==> src/hdl/rgb_pixel_format_packer_core_defines.svh <==
// Assertion macros shared by the RGB pixel packer RTL.
// Included by the modules that carry concurrent checks; no other dependencies.
`ifndef RGB_PIXEL_FORMAT_PACKER_CORE_DEFINES_SVH
`define RGB_PIXEL_FORMAT_PACKER_CORE_DEFINES_SVH

// Same-cycle implication, checked out of reset
`define RPFP_ASSERT_SAME(label, clk, rst_n, ante, cons) \
  label: assert property (@(posedge clk) disable iff (!rst_n) (ante) |-> (cons)) \
    else $error("rpfp assertion failed");

// Next-cycle implication, checked out of reset
`define RPFP_ASSERT_NEXT(label, clk, rst_n, ante, cons) \
  label: assert property (@(posedge clk) disable iff (!rst_n) (ante) |=> (cons)) \
    else $error("rpfp assertion failed");

`endif

==> src/hdl/rpfp_pkg.sv <==
// Shared types and constants for the RGB pixel format packer.
// No dependencies; imported by rpfp_chan and rgb_pixel_format_packer_core.
`default_nettype none

package rpfp_pkg;

  localparam int unsigned CHAN_BITS     = 8;
  localparam int unsigned PIX_BITS      = 32;
  localparam int unsigned POS_BITS      = 5;
  localparam int unsigned SIZE_BITS     = 4;
  localparam int unsigned CFG_IDX_BITS  = 3;
  localparam int unsigned CFG_DATA_BITS = 5;
  localparam int unsigned PIXEL_WIDTH_DEF = 32;

  // Register indexes on the config port
  typedef enum logic [CFG_IDX_BITS-1:0] {
    REG_RGB_MODE   = 3'd0,
    REG_RED_POS    = 3'd1,
    REG_RED_SIZE   = 3'd2,
    REG_GREEN_POS  = 3'd3,
    REG_GREEN_SIZE = 3'd4,
    REG_BLUE_POS   = 3'd5,
    REG_BLUE_SIZE  = 3'd6
  } cfg_reg_t;

  // Placement of one color field in the pixel
  typedef struct packed {
    logic [POS_BITS-1:0]  pos;
    logic [SIZE_BITS-1:0] size;
  } chan_cfg_t;

endpackage

`default_nettype wire

==> src/hdl/rpfp_chan.sv <==
// One color channel: narrows and places it (encode), or extracts and widens it (decode).
// Depends on rpfp_pkg.
`default_nettype none

module rpfp_chan #(
  parameter int unsigned PIXEL_WIDTH = rpfp_pkg::PIXEL_WIDTH_DEF
) (
  input  wire logic [rpfp_pkg::CHAN_BITS-1:0] chan_in,
  input  wire logic [rpfp_pkg::PIX_BITS-1:0]  pixel_in,
  input  wire rpfp_pkg::chan_cfg_t            cfg,
  output logic      [rpfp_pkg::PIX_BITS-1:0]  packed_out,
  output logic      [rpfp_pkg::CHAN_BITS-1:0] wide_out
);
  import rpfp_pkg::*;

  localparam logic [63:0]         MASK64   = (64'd1 << PIXEL_WIDTH) - 64'd1;
  localparam logic [PIX_BITS-1:0] PIX_MASK = MASK64[PIX_BITS-1:0];

  logic                  size_ok;
  logic [CHAN_BITS-1:0]  narrowed;
  logic [SIZE_BITS-1:0]  drop;
  logic [PIX_BITS-1:0]   field;

  // Sizes 1..8 are valid; anything else gives zero both ways
  assign size_ok = (cfg.size != '0) && (cfg.size <= SIZE_BITS'(CHAN_BITS));
  assign drop    = SIZE_BITS'(CHAN_BITS) - cfg.size;

  // Encode: drop low bits, move to the field position, clip at pixel top
  always_comb begin
    narrowed   = chan_in >> drop;
    packed_out = '0;
    if (size_ok) begin
      packed_out = ({{(PIX_BITS-CHAN_BITS){1'b0}}, narrowed} << cfg.pos) & PIX_MASK;
    end
  end

  // Decode: extract, then repeat the field from the top bit downward
  assign field = pixel_in >> cfg.pos;

  always_comb begin
    case (cfg.size)
      4'd1:    wide_out = {8{field[0]}};
      4'd2:    wide_out = {4{field[1:0]}};
      4'd3:    wide_out = {field[2:0], field[2:0], field[2:1]};
      4'd4:    wide_out = {2{field[3:0]}};
      4'd5:    wide_out = {field[4:0], field[4:2]};
      4'd6:    wide_out = {field[5:0], field[5:4]};
      4'd7:    wide_out = {field[6:0], field[6]};
      4'd8:    wide_out = field[7:0];
      default: wide_out = '0;
    endcase
  end

endmodule

`default_nettype wire

==> src/hdl/rgb_pixel_format_packer_core.sv <==
// RGB pixel format packer: encodes three 8-bit channels into a pixel or decodes one back.
// Top level; depends on rpfp_pkg, rpfp_chan and rgb_pixel_format_packer_core_defines.svh.
//
// Usage:
//   Input beats arrive on in_*; in_tuser selects encode (0) or decode (1). Each input
//   beat yields exactly one output beat on out_*, in order. Encode fills the pixel
//   field and zeroes the channels; decode does the reverse. With rgb_mode clear every
//   output field is zero.
//   Registers are written through cfg_we/cfg_index/cfg_wdata; write them only while
//   no beat is in flight. Unknown indexes are ignored.
// Pipeline and throughput:
//   Two register stages (input register, result register): a beat waits in the input
//   register until the result register is free. One beat per cycle sustained while
//   out_tready is high; conversion is a single pass of shifts and muxes per channel.
// Reset:
//   rst_n is synchronous, active low. Both stages empty; registers return to
//   rgb_mode 0, red at bit 16, green at bit 8, blue at bit 0, all sizes 8.
// Backpressure:
//   While out_tready is low the result holds; the input register still takes one more
//   beat, after which in_tready drops until the result is taken.
`default_nettype none

module rgb_pixel_format_packer_core #(
  parameter int unsigned PIXEL_WIDTH = rpfp_pkg::PIXEL_WIDTH_DEF
) (
  input  wire logic                                  clk,
  input  wire logic                                  rst_n,
  // Input channel
  input  wire logic                                  in_tvalid,
  output logic                                       in_tready,
  // tdata: red_in[7:0], green_in[15:8], blue_in[23:16], pixel_in[55:24]
  input  wire logic [55:0]                           in_tdata,
  // tuser: req_type[0]
  input  wire logic                                  in_tuser,
  // Result channel
  output logic                                       out_tvalid,
  input  wire logic                                  out_tready,
  // tdata: pixel_out[31:0], red_out[39:32], green_out[47:40], blue_out[55:48]
  output logic      [55:0]                           out_tdata,
  // Configuration write port
  input  wire logic                                  cfg_we,
  input  wire logic [rpfp_pkg::CFG_IDX_BITS-1:0]     cfg_index,
  input  wire logic [rpfp_pkg::CFG_DATA_BITS-1:0]    cfg_wdata
);
  import rpfp_pkg::*;

  `include "rgb_pixel_format_packer_core_defines.svh"

  localparam logic [63:0]         MASK64   = (64'd1 << PIXEL_WIDTH) - 64'd1;
  localparam logic [PIX_BITS-1:0] PIX_MASK = MASK64[PIX_BITS-1:0];

  // Configuration registers
  logic      rgb_mode_r;
  chan_cfg_t red_cfg_r, green_cfg_r, blue_cfg_r;

  always_ff @(posedge clk) begin
    if (!rst_n) begin
      rgb_mode_r  <= 1'b0;
      red_cfg_r   <= '{pos: 5'd16, size: 4'd8};
      green_cfg_r <= '{pos: 5'd8,  size: 4'd8};
      blue_cfg_r  <= '{pos: 5'd0,  size: 4'd8};
    end else if (cfg_we) begin
      case (cfg_index)
        REG_RGB_MODE:   rgb_mode_r       <= cfg_wdata[0];
        REG_RED_POS:    red_cfg_r.pos    <= cfg_wdata;
        REG_RED_SIZE:   red_cfg_r.size   <= cfg_wdata[SIZE_BITS-1:0];
        REG_GREEN_POS:  green_cfg_r.pos  <= cfg_wdata;
        REG_GREEN_SIZE: green_cfg_r.size <= cfg_wdata[SIZE_BITS-1:0];
        REG_BLUE_POS:   blue_cfg_r.pos   <= cfg_wdata;
        REG_BLUE_SIZE:  blue_cfg_r.size  <= cfg_wdata[SIZE_BITS-1:0];
        default: ;
      endcase
    end
  end

  // Pipeline handshake
  logic s1_valid_r, out_valid_r;
  logic out_free, s1_move, in_fire;

  assign out_free   = !out_valid_r || out_tready;
  assign s1_move    = s1_valid_r && out_free;
  assign in_tready  = !s1_valid_r || out_free;
  assign in_fire    = in_tvalid && in_tready;
  assign out_tvalid = out_valid_r;

  always_ff @(posedge clk) begin
    if (!rst_n) begin
      s1_valid_r  <= 1'b0;
      out_valid_r <= 1'b0;
    end else begin
      if (in_fire) begin
        s1_valid_r <= 1'b1;
      end else if (s1_move) begin
        s1_valid_r <= 1'b0;
      end
      if (s1_move) begin
        out_valid_r <= 1'b1;
      end else if (out_tready) begin
        out_valid_r <= 1'b0;
      end
    end
  end

  // Input register
  logic                 s1_dec_r;
  logic [CHAN_BITS-1:0] s1_red_r, s1_green_r, s1_blue_r;
  logic [PIX_BITS-1:0]  s1_pixel_r;

  always_ff @(posedge clk) begin
    if (in_fire) begin
      s1_dec_r   <= in_tuser;
      s1_red_r   <= in_tdata[7:0];
      s1_green_r <= in_tdata[15:8];
      s1_blue_r  <= in_tdata[23:16];
      s1_pixel_r <= in_tdata[55:24] & PIX_MASK;
    end
  end

  // Per-channel conversion
  logic [PIX_BITS-1:0]  red_pk, green_pk, blue_pk;
  logic [CHAN_BITS-1:0] red_wd, green_wd, blue_wd;

  rpfp_chan #(.PIXEL_WIDTH(PIXEL_WIDTH)) u_red (
    .chan_in(s1_red_r), .pixel_in(s1_pixel_r), .cfg(red_cfg_r),
    .packed_out(red_pk), .wide_out(red_wd)
  );
  rpfp_chan #(.PIXEL_WIDTH(PIXEL_WIDTH)) u_green (
    .chan_in(s1_green_r), .pixel_in(s1_pixel_r), .cfg(green_cfg_r),
    .packed_out(green_pk), .wide_out(green_wd)
  );
  rpfp_chan #(.PIXEL_WIDTH(PIXEL_WIDTH)) u_blue (
    .chan_in(s1_blue_r), .pixel_in(s1_pixel_r), .cfg(blue_cfg_r),
    .packed_out(blue_pk), .wide_out(blue_wd)
  );

  // Result select and register
  logic [PIX_BITS-1:0]  pix_nxt, pix_r;
  logic [CHAN_BITS-1:0] red_nxt, green_nxt, blue_nxt;
  logic [CHAN_BITS-1:0] red_r, green_r, blue_r;

  always_comb begin
    pix_nxt   = '0;
    red_nxt   = '0;
    green_nxt = '0;
    blue_nxt  = '0;
    if (rgb_mode_r) begin
      if (s1_dec_r) begin
        red_nxt   = red_wd;
        green_nxt = green_wd;
        blue_nxt  = blue_wd;
      end else begin
        pix_nxt = red_pk | green_pk | blue_pk;
      end
    end
  end

  always_ff @(posedge clk) begin
    if (s1_move) begin
      pix_r   <= pix_nxt;
      red_r   <= red_nxt;
      green_r <= green_nxt;
      blue_r  <= blue_nxt;
    end
  end

  assign out_tdata = {blue_r, green_r, red_r, pix_r};

  // Checks
  `RPFP_ASSERT_NEXT(a_stage_drains, clk, rst_n, s1_valid_r && !out_valid_r, out_valid_r)
  `RPFP_ASSERT_SAME(a_no_overrun, clk, rst_n, in_fire, !s1_valid_r || s1_move)
  `RPFP_ASSERT_SAME(a_one_kind, clk, rst_n, out_valid_r,
                    pix_r == '0 || {red_r, green_r, blue_r} == '0)

endmodule

`default_nettype wire

==> config.mk <==
export PLATFORM = sky130hd
export DESIGN_NAME = rgb_pixel_format_packer_core
export DESIGN_NICKNAME = d
export VERILOG_FILES = /design/src/hdl/rpfp_pkg.sv /design/src/hdl/rpfp_chan.sv /design/src/hdl/rgb_pixel_format_packer_core.sv
export VERILOG_INCLUDE_DIRS = /design/src /design/src/hdl
export SDC_FILE = /design/constraint.sdc
export NUM_CORES = 1
export LEC_CHECK = 0
export ABC_AREA = 1
export BUFFER_PORTS_ARGS = -buffer_cell sky130_fd_sc_hd__buf_2
export CAP_MARGIN = 10
export CORE_MARGIN = 4
export CORE_UTILIZATION = 55
export CTS_CLUSTER_DIAMETER = 80
export DETAILED_ROUTE_END_ITERATION = 6
export PLACE_DENSITY = 0.8
export SYNTH_ARGS = -nofsm -noshare
export SYNTH_HDL_FRONTEND = slang
export SYNTH_SLANG_ARGS = --single-unit
==> constraint.sdc <==
create_clock -name clk -period 3.4 [get_ports clk]
set_input_delay 0.17 -clock clk [delete_from_list [all_inputs] [get_ports clk]]
set_output_delay 0.17 -clock clk [all_outputs]
set_load 0.05 [all_outputs]
==> impl_metrics.ini <==
[outcome]
status = completed

[die]
fp.dieH_um = 161.6
core_region_area_um2 = 22920
dieArea_um2 = 26120
num_io_pins = 128
start_util_pct = 56.64
die_w_um = 161.6
placementRows = 55

[drt]
final_antenna_net_count = 0
wirelength_um = 46240
drtIter0Drc = 2114
drt_first_pass_iters = 6
vias = 14680
viasPerCell = 5.992
wl_per_cell_um = 18.87
drc = 0

[timing]
period_minus_slack_ps = 2919
period_share_pct = 85.87
timing.setup.tns_ps = 0
fin_skew_ps = 10.77
slew_headroom_pct = 28.72
worstMarginPinSlew_ps = 1067
worst_slack_ps = 480.5
final_hold_viol_count = 0
clock.fmax_mhz = 342.5
hold-worst-slack_ps = 41.25
setup_violations = 0
finalMaxSlewViolations = 0
rsz0062_at_grt = no

[worst_hold_path]
min_to = rgb_mode_r$_SDFFE_PN0P_
min_path_cells = 4
worstHoldPathType = in -> reg
hp-start = cfg_index[2]

[yosys]
synthArstFlopShare_pct = 0
synthTopCellsByCount = 571 x nand2_1, 362 x nand3_1, 168 x nor2_1
synth_seq_cells = 143
synth_ff_type = edfxtp_1
synth_warnings = 0
syn_inst = 1989
synth.cell_area_um2 = 12980
synth_top_area_cell = edfxtp_1
syn_area_per_cell_um2 = 6.526
synthesis.nets = 2071
yosysSeqAreaShare_pct = 30.77
synth.distinct_cells = 47
synth_most_common_cell = nand2_1
yosysTopAreaCellShare_pct = 26.14
synth.area.top_cells = edfxtp_1 26%, nand2_1 17%, nand3_1 14%
synth_enable_flop_cells = 113

[layout]
final_cells = 2450
fin_nets = 2206
area_growth_syn_to_layout_pct = 13.68
fin_util_pct = 64.39
antenna_cells = 0
n_fill_cell = 2139
drive_gt1_share_pct = 13.24

[global_routing]
gr-usage-met1_pct = 48.88
grt_pass1_vias = 13370
grt_pass1_wl_um = 72240
met3_usage_pct = 8.165
antenna_found_initial = 0
track_usage_pct = 34.68
gr-usage-met2_pct = 53.80
grt-ovfl-total = 0
grt_max_degree = 58
busiest_layer = met2

[setup_path]
worstPathArrival_ps = 3100
worstPathRequired_ps = 3580
rr_worst_depth = 14
rr_startpoint = red_cfg_r[0]$_SDFFE_PN0P_
ff2ff_setup_slack_ps = 480
worstSetupStartpointType = register
worstSetupEndpointType = register
crit_fanout = 14
path_class = reg -> reg
r2r_end = pix_r[3]$_SDFFCE_PP0P_

[flow_run]
max_cap_viol_count = 0

[clock_network]
cts.htree.levels = 4
cts_num_sinks = 143
cts_root_buf = clkbuf_16
cts_tree = yes
cts_made_buffers = 17
worstSkewPairLatency_ps = 440
cts_buffer_depth = 2
cts_setup_buffers = 0
clkTransAtPathRegs_ps = 70

[place]
gp_congestion = 1.046
pre_cts_slack_ps = 563.1
placed_cells = 2361
dp_hpwl_um = 35260
io_buffer_count = 127

[power_and_ir_drop]
powerDensity_nw_per_um2 = 374.8
p_leak_nw = 6.715
ir_worst_vdd_uv = 302.3
## registers in the layout, indices dropped and copies added, names as in the netlist
register     count
out_tvalid       1
s1_red_r         8
blue_r           8
green_cfg_r      9
s1_green_r       8
s1_pixel_r      32
s1_blue_r        8
red_cfg_r        9
rgb_mode_r       1
green_r          8
s1_valid_r       1
red_r            8
s1_dec_r         1
blue_cfg_r       9
pix_r           32
## through the flow
step	cell area, um^2	power, mW
6_report	14760	5.530
4_1_cts	14760	5.483
2_1_floorplan	12980	3.181
3_3_place_gp	13630	3.592
3_5_place_dp	13630	3.607
5_1_grt	14760	5.775
## cells by family (layout without fill, tap and decap cells)
group                    count (synthesis)  after routing  synth area share, %
AO/OA/AOI/OAI                          341            341                14.95
adder cells (fa/ha/maj)                 12             12                1.157
buffers and inverters                  265            413                9.996
flip-flops                             143            143                30.77
multiplexers                            29             29                2.236
AND/OR/NAND/NOR                       1199           1199                40.89
## how the worst max path moves through the flow
stage	startpoint	to	cells past startpoint
after detailed placement	red_cfg_r[0]$_SDFFE_PN0P_	pix_r[3]$_SDFFCE_PP0P_	14
after floorplan	out_tvalid$_SDFFE_PN0P_	s1_blue_r[0]$_DFFE_PP_	3
after CTS	green_cfg_r[0]$_SDFFE_PN0P_	pix_r[15]$_SDFFCE_PP0P_	14
after global placement	green_cfg_r[0]$_SDFFE_PN0P_	pix_r[18]$_SDFFCE_PP0P_	12
final	red_cfg_r[0]$_SDFFE_PN0P_	pix_r[3]$_SDFFCE_PP0P_	14
after global routing	red_cfg_r[0]$_SDFFE_PN0P_	pix_r[4]$_SDFFCE_PP0P_	14
## per-layer routing
layer	vias up	routed length, um
li1	7022	-
met1	6751	19790
met2	817	20730
met3	90	4785
met4	0	932
met5	-	0
## report_power, final
part | switching, mW | total (mW) | internal (mW) | leakage (nW)
registers | 0.0822 | 2.06 | 1.97 | 1.34
clock network | 0.819 | 1.85 | 1.03 | 0.261
logic | 1.13 | 1.62 | 0.493 | 5.12
## cell usage in the layout (no fill, tap or decap), drive strengths merged
cell           n
a31oi          2
o21ai        223
a211o          1
a21oi         63
mux2i         29
o31ai          4
and3           1
or2           12
nand3        378
o221ai         1
o22ai         14
nand4         27
nor2         181
clkbuf        21
edfxtp       113
nand3b         5
o211ai        20
dlygate4sd3   57
clkinv         6
a22oi          2
inv          163
nor3           7
buf          161
dfxtp         30
ha            12
nand2        588
bufinv         1
clkinvlp       4
o2111ai       11
## worst max-delay path: stages, from the launching register on
cell and delay [ps]:
dfxtp_1 550, inv_4 140, ha_1 430, inv_1 220, nand3_1 120, nand2_1 120
o21ai_1 90, nand3_1 80, nand2_1 90, o21ai_2 300, nor2_1 70, nand2_1 70
nand2_1 70, o21ai_0 240, inv_1 70
## final cells by class
type,instances,area (um^2),area share (%)
Clock inverter,11,108.9,0.7377
Timing Repair Buffer,218,1486,10.07
Multi-Input combinational cell,1581,7700,52.18
Sequential cell,143,3996,27.08
Clock buffer,21,450.4,3.053
Tap cell,313,391.6,2.654
Inverter,163,621.8,4.214
## what timing repair did
item                                   4_1_cts  5_1_grt
hold buffers                                57        0
gates resized for setup                      0        0
endpoints found under the hold margin       57        0
(Power assumes the default switching activity.)
